`src/rtl/assert_macros.svh`:
```
// Assertion helpers, included by rtl/rf_pulse_width_frame_decoder.sv, the one RTL file that carries checks.
`ifndef ASSERT_MACROS_SVH
`define ASSERT_MACROS_SVH

// The consequent must hold in the same cycle as the antecedent.
`define ASSERT_IMPLIES(label, clk, rst_n, pre, post) \
    label: assert property (@(posedge clk) disable iff (!rst_n) (pre) |-> (post)) \
        else $error("same-cycle implication check failed");

// The consequent must hold in the cycle after the antecedent.
`define ASSERT_NEXT(label, clk, rst_n, pre, post) \
    label: assert property (@(posedge clk) disable iff (!rst_n) (pre) |=> (post)) \
        else $error("next-cycle implication check failed");

`endif

```
`src/rtl/rfpwd_pkg.sv`:
```
`timescale 1ns / 1ps

package rfpwd_pkg;

    localparam int TIME_W     = 16;
    localparam int PERIOD_W   = 8;
    localparam int BYTE_W     = 8;
    localparam int FRAME_W    = 64;
    localparam int COUNT_W    = 6;
    localparam int CFG_IDX_W  = 4;
    localparam int CFG_DATA_W = 16;

    // Configuration register indexes.
    localparam logic [CFG_IDX_W-1:0] REG_HEAD_HIGH_MIN  = 4'd0;
    localparam logic [CFG_IDX_W-1:0] REG_HEAD_HIGH_MAX  = 4'd1;
    localparam logic [CFG_IDX_W-1:0] REG_HEAD_LOW_MIN   = 4'd2;
    localparam logic [CFG_IDX_W-1:0] REG_HEAD_LOW_MAX   = 4'd3;
    localparam logic [CFG_IDX_W-1:0] REG_BIT_PERIOD_MIN = 4'd4;
    localparam logic [CFG_IDX_W-1:0] REG_BIT_PERIOD_MAX = 4'd5;
    localparam logic [CFG_IDX_W-1:0] REG_BIT_PART_MIN   = 4'd6;
    localparam logic [CFG_IDX_W-1:0] REG_HEADER_CODE    = 4'd7;

    typedef struct packed {
        logic [TIME_W-1:0]   head_high_min;
        logic [TIME_W-1:0]   head_high_max;
        logic [TIME_W-1:0]   head_low_min;
        logic [TIME_W-1:0]   head_low_max;
        logic [PERIOD_W-1:0] bit_period_min;
        logic [PERIOD_W-1:0] bit_period_max;
        logic [TIME_W-1:0]   bit_part_min;
        logic [BYTE_W-1:0]   header_code;
    } cfg_t;

    localparam cfg_t CFG_RESET = '{
        head_high_min:  16'd23,
        head_high_max:  16'd43,
        head_low_min:   16'd3,
        head_low_max:   16'd7,
        bit_period_min: 8'd3,
        bit_period_max: 8'd9,
        bit_part_min:   16'd1,
        header_code:    8'd0
    };

    // Pulse classification handed from the classifier to the frame tracker.
    typedef struct packed {
        logic head_hit;
        logic bit_hit;
        logic bit_value;
    } pulse_class_t;

    typedef struct packed {
        logic               frame_done;
        logic               frame_ok;
        logic [FRAME_W-1:0] frame_data;
    } result_t;

endpackage

```
`src/rtl/rf_pulse_width_frame_decoder.sv`:
```
// An accepted pulse is classified from the input register and moves to the result register
// once that register is free, and waits there for m_tready. Throughput: one pulse per cycle
// while m_tready is high; the input register and the result register form the pipe.
// The result register frees the input side whenever m_tready is high or it is empty.
// Reset: rst_n clears the pipeline valids and the frame tracker to hunting,
// and loads all configuration registers with their default values.
`timescale 1ns / 1ps
`include "assert_macros.svh"

module rf_pulse_width_frame_decoder (
    input  logic                              clk,
    input  logic                              rst_n,
    input  logic                              s_tvalid,
    output logic                              s_tready,
    input  logic [31:0]                       s_tdata,   // hi_ticks[15:0], lo_ticks[31:16]
    output logic                              m_tvalid,
    input  logic                              m_tready,
    output logic [63:0]                       m_tdata,   // frame_data[63:0]
    output logic                              m_tlast,   // frame_done
    output logic                              m_tuser,   // frame_ok
    input  logic                              cfg_valid,
    output logic                              cfg_ready,
    input  logic [rfpwd_pkg::CFG_IDX_W-1:0]   cfg_index,
    input  logic [rfpwd_pkg::CFG_DATA_W-1:0]  cfg_data
);
    import rfpwd_pkg::*;

    cfg_t               cfg_reg;
    cfg_t               cfg_next;
    logic               in_valid_reg;
    logic               in_valid_next;
    logic [TIME_W-1:0]  in_high_reg;
    logic [TIME_W-1:0]  in_low_reg;
    logic               out_valid_reg;
    logic               out_valid_next;
    result_t            out_reg;
    logic               advance;
    pulse_class_t       pulse;
    result_t            result;

    assign cfg_ready = 1'b1;

    always_comb
    begin
        cfg_next = cfg_reg;
        if (cfg_valid)
        begin
            unique case (cfg_index)
                REG_HEAD_HIGH_MIN:  cfg_next.head_high_min  = cfg_data;
                REG_HEAD_HIGH_MAX:  cfg_next.head_high_max  = cfg_data;
                REG_HEAD_LOW_MIN:   cfg_next.head_low_min   = cfg_data;
                REG_HEAD_LOW_MAX:   cfg_next.head_low_max   = cfg_data;
                REG_BIT_PERIOD_MIN: cfg_next.bit_period_min = cfg_data[PERIOD_W-1:0];
                REG_BIT_PERIOD_MAX: cfg_next.bit_period_max = cfg_data[PERIOD_W-1:0];
                REG_BIT_PART_MIN:   cfg_next.bit_part_min   = cfg_data;
                REG_HEADER_CODE:    cfg_next.header_code    = cfg_data[BYTE_W-1:0];
                default:            cfg_next = cfg_reg;
            endcase
        end
    end

    // A pulse moves out of the input register whenever the result register can take it.
    assign advance  = in_valid_reg && (!out_valid_reg || m_tready);
    assign s_tready = !in_valid_reg || advance;

    always_comb
    begin
        in_valid_next = in_valid_reg;
        if (s_tvalid && s_tready)
        begin
            in_valid_next = 1'b1;
        end
        else if (advance)
        begin
            in_valid_next = 1'b0;
        end

        out_valid_next = out_valid_reg;
        if (advance)
        begin
            out_valid_next = 1'b1;
        end
        else if (m_tready)
        begin
            out_valid_next = 1'b0;
        end
    end

    always_ff @(posedge clk or negedge rst_n)
    begin
        if (!rst_n)
        begin
            cfg_reg       <= CFG_RESET;
            in_valid_reg  <= 1'b0;
            out_valid_reg <= 1'b0;
        end
        else
        begin
            cfg_reg       <= cfg_next;
            in_valid_reg  <= in_valid_next;
            out_valid_reg <= out_valid_next;
        end
    end

    always_ff @(posedge clk)
    begin
        if (s_tvalid && s_tready)
        begin
            in_high_reg <= s_tdata[15:0];
            in_low_reg  <= s_tdata[31:16];
        end
        if (advance)
        begin
            out_reg <= result;
        end
    end

    rfpwd_classify u_classify (
        .hi_ticks (in_high_reg),
        .lo_ticks (in_low_reg),
        .cfg      (cfg_reg),
        .pulse    (pulse)
    );

    rfpwd_frame u_frame (
        .clk         (clk),
        .rst_n       (rst_n),
        .step        (advance),
        .pulse       (pulse),
        .header_code (cfg_reg.header_code),
        .result      (result)
    );

    assign m_tvalid = out_valid_reg;
    assign m_tdata  = out_reg.frame_data;
    assign m_tlast  = out_reg.frame_done;
    assign m_tuser  = out_reg.frame_ok;

    `ASSERT_IMPLIES(a_ok_needs_done, clk, rst_n, m_tvalid && m_tuser, m_tlast)
    `ASSERT_IMPLIES(a_data_zero_without_frame, clk, rst_n, m_tvalid && !m_tlast, m_tdata == '0)
    `ASSERT_IMPLIES(a_ready_when_empty, clk, rst_n, !in_valid_reg, s_tready)
    `ASSERT_NEXT(a_advance_fills_output, clk, rst_n, advance, m_tvalid)

endmodule

```
`src/rtl/rfpwd_classify.sv`:
```
`timescale 1ns / 1ps

module rfpwd_classify (
    input  logic [rfpwd_pkg::TIME_W-1:0] hi_ticks,
    input  logic [rfpwd_pkg::TIME_W-1:0] lo_ticks,
    input  rfpwd_pkg::cfg_t              cfg,
    output rfpwd_pkg::pulse_class_t      pulse
);
    import rfpwd_pkg::*;

    logic [PERIOD_W-1:0] period;

    // Only the low byte of the period is kept, so long pulses wrap around.
    assign period = hi_ticks[PERIOD_W-1:0] + lo_ticks[PERIOD_W-1:0];

    assign pulse.head_hit = (hi_ticks >= cfg.head_high_min) && (hi_ticks <= cfg.head_high_max)
                         && (lo_ticks >= cfg.head_low_min) && (lo_ticks <= cfg.head_low_max);

    assign pulse.bit_hit = (period >= cfg.bit_period_min) && (period <= cfg.bit_period_max)
                        && (hi_ticks >= cfg.bit_part_min) && (lo_ticks >= cfg.bit_part_min);

    assign pulse.bit_value = (hi_ticks > lo_ticks);

endmodule

```
`src/rtl/rfpwd_frame.sv`:
```
`timescale 1ns / 1ps

module rfpwd_frame (
    input  logic                          clk,
    input  logic                          rst_n,
    input  logic                          step,
    input  rfpwd_pkg::pulse_class_t       pulse,
    input  logic [rfpwd_pkg::BYTE_W-1:0]  header_code,
    output rfpwd_pkg::result_t            result
);
    import rfpwd_pkg::*;

    logic               in_frame_reg;
    logic               in_frame_next;
    logic [COUNT_W-1:0] bit_count_reg;
    logic [COUNT_W-1:0] bit_count_next;
    logic [FRAME_W-1:0] shift_reg;
    logic [FRAME_W-1:0] shift_next;
    logic [BYTE_W-1:0]  sum;
    logic               last_bit;

    assign shift_next = {shift_reg[FRAME_W-2:0], pulse.bit_value};
    assign last_bit   = (bit_count_reg == {COUNT_W{1'b1}});

    // Checksum covers bytes 1 to 6; byte 0 sits in the top eight bits.
    assign sum = shift_next[55:48] + shift_next[47:40] + shift_next[39:32]
               + shift_next[31:24] + shift_next[23:16] + shift_next[15:8];

    always_comb
    begin
        in_frame_next  = in_frame_reg;
        bit_count_next = bit_count_reg;
        result         = '0;
        if (!in_frame_reg)
        begin
            if (pulse.head_hit)
            begin
                in_frame_next  = 1'b1;
                bit_count_next = '0;
            end
        end
        else if (pulse.bit_hit)
        begin
            bit_count_next = bit_count_reg + 1'b1;
            if (last_bit)
            begin
                in_frame_next     = 1'b0;
                result.frame_done = 1'b1;
                result.frame_ok   = (shift_next[63:56] == header_code)
                                 && (shift_next[7:0] == sum);
                result.frame_data = shift_next;
            end
        end
        else
        begin
            in_frame_next  = 1'b0;
            bit_count_next = '0;
        end
    end

    always_ff @(posedge clk or negedge rst_n)
    begin
        if (!rst_n)
        begin
            in_frame_reg  <= 1'b0;
            bit_count_reg <= '0;
        end
        else if (step)
        begin
            in_frame_reg  <= in_frame_next;
            bit_count_reg <= bit_count_next;
        end
    end

    // Shift contents are fully replaced within every frame, so no reset.
    always_ff @(posedge clk)
    begin
        if (step && in_frame_reg && pulse.bit_hit)
        begin
            shift_reg <= shift_next;
        end
    end

endmodule

```
`config.mk`:
```
export PLATFORM = sky130hd
export DESIGN_NAME = rf_pulse_width_frame_decoder
export DESIGN_NICKNAME = d
export VERILOG_FILES = /design/src/rtl/rfpwd_pkg.sv /design/src/rtl/rf_pulse_width_frame_decoder.sv /design/src/rtl/rfpwd_classify.sv /design/src/rtl/rfpwd_frame.sv
export VERILOG_INCLUDE_DIRS = /design/src /design/src/rtl
export SDC_FILE = /design/constraint.sdc
export NUM_CORES = 1
export LEC_CHECK = 0
export ABC_AREA = 1
export BUFFER_PORTS_ARGS = -buffer_cell sky130_fd_sc_hd__buf_4
export CAP_MARGIN = 15
export CORE_ASPECT_RATIO = 2
export CORE_MARGIN = 2
export CORE_UTILIZATION = 50
export DETAILED_ROUTE_END_ITERATION = 16
export GPL_TIMING_DRIVEN = 0
export PLACE_DENSITY = 0.67
export SETUP_SLACK_MARGIN = 0.15
export SYNTH_ARGS = -nofsm -noshare
export SYNTH_HDL_FRONTEND = slang
export SYNTH_SLANG_ARGS = --single-unit
```
`constraint.sdc`:
```
create_clock -name clk -period 14.25 [get_ports clk]
set_input_delay 2.1375 -clock clk [delete_from_list [all_inputs] [get_ports clk]]
set_output_delay 2.1375 -clock clk [all_outputs]
set_load 0.005 [all_outputs]
```
==> out/metrics.cfg <==
[status]
status=completed

[global_route]
use_met1_pct=27.5
first_global_vias=10100
gr-total-overflow=0
grtUsageMet2_pct=36.1
grt_pass1_wl_mm=51.7
met3_usage_pct=2.77
grt_max_degree=72
antenna_found_initial=0
grt.busiest_layer=met2
grtUsageTotal_pct=21.0

[min_path]
hold-path-cell-count=0
hold_end=u_frame.shift_reg[8]$_DFFE_PP_
min-delay-start=u_frame.shift_reg[7]$_DFFE_PP_
hold_class=flip-flop to flip-flop

[synthesis]
ys_top_cells_by_count=277 x inv_1, 265 x nand2_1, 161 x edfxtp_1
synth_cell_types=35
yosysWarnings=0
yosys.cell_count.top_type=inv_1
ys_seq_elements=274
synth_ff_type=edfxtp_1
synth_largest_area_cell=edfxtp_1
syn-mean-instance-area_um2=10.3
async_reset_ff_share_pct=41.2
synth-seq-area-share_pct=52.0
synth_area_um2=14800
synth_edf_count=161
yosys-top-cells-area=edfxtp_1 33%, dfrtp_1 16%, ha_1 12%
synth_top_area_share_pct=32.7
syn_inst=1438
syn_nets=1665

[timing]
hold_viol_final=0
max_freq_mhz=213
finalCritPeriodShare_pct=33.0
finalSetupViolations=0
worstMarginPinSlew_ns=0.955
fin_crit_ns=4.70
tns_ns=0
slew_viol_final=0
skew_ns=0.0167
grt_setup_unrepaired=false
relSlewSlack_pct=36.2

[clocking]
clk_pin_slew_worst_paths_ns=0.06
clkLatencyLatePin_ns=0.56
clockBufferDepth=3
cts_tree=yes
numCtsBuffers=26
cts_root_buffer=clkbuf_16
htreeDepth=1
cts_setup_buffers=0
postCtsHoldBufs=0
clock_sinks=274
ctsResizeCount=0

[worst_setup_path]
crit_chain=buf_4, inv_1, nand3_1, buf_4
crit-reg2reg-capture=u_frame.shift_reg[40]$_DFFE_PP_
crit_required_ns=12.11
r2r-start=in_low_reg[1]$_DFFE_PP_
cp.arrival_ns=2.56
path_common_cell=buf_4
slowest_stage=buf_4
critPathLaunchType=input port
path_class=input port to output port
path_max_fanout=3
ff2ff_setup_slack_ns=9.78
cp-end-kind=output port
critPathMaxStageDelay_ns=0.16
r2r_cells=19

[cells_and_area]
drive_gt1_share_pct=15.9
filler_cell_count=2476
nets=1820
syn2layout_area_growth_pct=16.2
n_antenna_cell=0
final_util_pct=58.6
largest_register_ffs=104

[die]
core_um2=29300
row_count=89
die_x_um=126
ios=126
fp.dieArea_um2=31000
initial_utilization_pct=50.5
die_h_um=247

[placed_design]
gp_routability_congestion=0.866
portBuffers=124
dp.final_hpwl_mm=24.4

[power_and_ir_drop]
p_int_mw=1.56
clkPwrFrac_pct=34.3
p_leak_nw=8.07
irDropWorstVdd_mv=0.113
power_density_nw_per_um2=126
pwr-share-seq_pct=46.1
pwr-share-comb_pct=19.6
switching_share_pct=27.8
p_switching_mw=0.601

[detailed_routing]
routed_via_density=5.05
antenna_left=0
firstDrtPassIters=7
drtIter0Drc=506
wire_per_inst_um=16.0
wl_mm=31.7
vias=9989
drc=0

[job]
drv_cap=0

[stage by stage]
| stage | power [mW] | instances | worst slack, ns | hold WS (ns) | instance area [µm²] |
|---|---|---|---|---|---|
| after floorplan | 1.29 | 1438 | 8.52 | 0.426 | 14800 |
| after global placement | 1.41 | 1926 | 6.91 | 0.427 | 16200 |
| after detailed placement | 1.44 | 1929 | 9.55 | 0.433 | 16300 |
| after CTS | 2.19 | 1977 | 9.55 | 0.449 | 17200 |
| after global routing | 2.30 | 1977 | 9.42 | 0.453 | 17200 |
| final | 2.17 | 1977 | 9.55 | 0.452 | 17200 |
[cell type report]
cell class | count | area [µm²] | area share (%)
sequential | 274 | 7680 | 44.8
buffer | 26 | 190 | 1.11
multi-input combinational | 858 | 5860 | 34.1
clock inverter | 13 | 173 | 1.01
inverter | 280 | 1050 | 6.14
clock buffer | 35 | 746 | 4.34
tap | 364 | 455 | 2.65
timing repair buffer | 127 | 1010 | 5.86
[cells in the final DEF (no fill, tap or decap), types with 3 or more instances in the layout]
cell,Yosys,final
inv_2,3,3
o21ai_0,110,110
dfstp_2,18,18
inv_1,277,276
xnor2_1,14,14
buf_4,1,125
edfxtp_1,161,161
ha_1,142,142
buf_12,5,6
o21ai_1,3,3
bufinv_16,0,4
nor2_1,80,79
clkbuf_1,19,23
dfrtp_1,95,95
nand4_1,13,13
nand3_1,40,40
nand2_1,265,265
fa_1,28,28
clkinv_2,0,5
a21o_1,5,5
xor2_1,12,12
o21a_1,5,5
o21bai_1,3,3
clkbuf_8,0,4
clkbuf_16,0,27
nor2_4,51,52
a21oi_1,69,69
nand3b_1,5,5
[worst max path at each step]
stage                             startpoint                              end  slack, ns
floorplan            in_low_reg[0]$_DFFE_PP_   u_frame.shift_reg[0]$_DFFE_PP_       8.52
global placement    in_high_reg[1]$_DFFE_PP_  u_frame.shift_reg[36]$_DFFE_PP_       6.91
detailed placement                  m_tready                         s_tready       9.55
CTS                                 m_tready                         s_tready       9.55
global route         in_low_reg[1]$_DFFE_PP_  u_frame.shift_reg[40]$_DFFE_PP_       9.42
finish                              m_tready                         s_tready       9.55
[layer usage]
| layer | up-vias | wire (µm) |
|---|---|---|
| li1 | 4941 | - |
| met1 | 4763 | 13600 |
| met2 | 232 | 15700 |
| met3 | 53 | 1460 |
| met4 | 0 | 898 |
| met5 | - | 0 |
[power groups by stage]
stage | Sequential, mW | Combinational [mW] | Clock (mW)
after floorplan | 1.00 | 0.285 | 0
after global placement | 1.01 | 0.401 | 0
after detailed placement | 1.01 | 0.426 | 0
after CTS | 1.00 | 0.429 | 0.759
after global routing | 1.01 | 0.500 | 0.789
final | 0.999 | 0.424 | 0.743
[critical path, delay by kind of cell]
family / cells / cell delay, ns
buffers and inverters: 3 / 0.33
AND/OR/NAND/NOR: 1 / 0.11
[logic make-up (layout without fill, tap and decap cells)]
| family | after synthesis | after routing | share of synthesized area (%) |
|---|---|---|---|
| buffers and inverters | 306 | 481 | 8.40 |
| and+or+nand+nor | 462 | 462 | 15.2 |
| DFF | 274 | 274 | 52.0 |
| other | 1 | 1 | 0.0254 |
| adders and majority gates | 170 | 170 | 15.8 |
| AOI/OAI and AO/OA | 199 | 199 | 7.03 |
| xor gates and xnor gates | 26 | 26 | 1.54 |
Power figures use the tool's default switching activity.
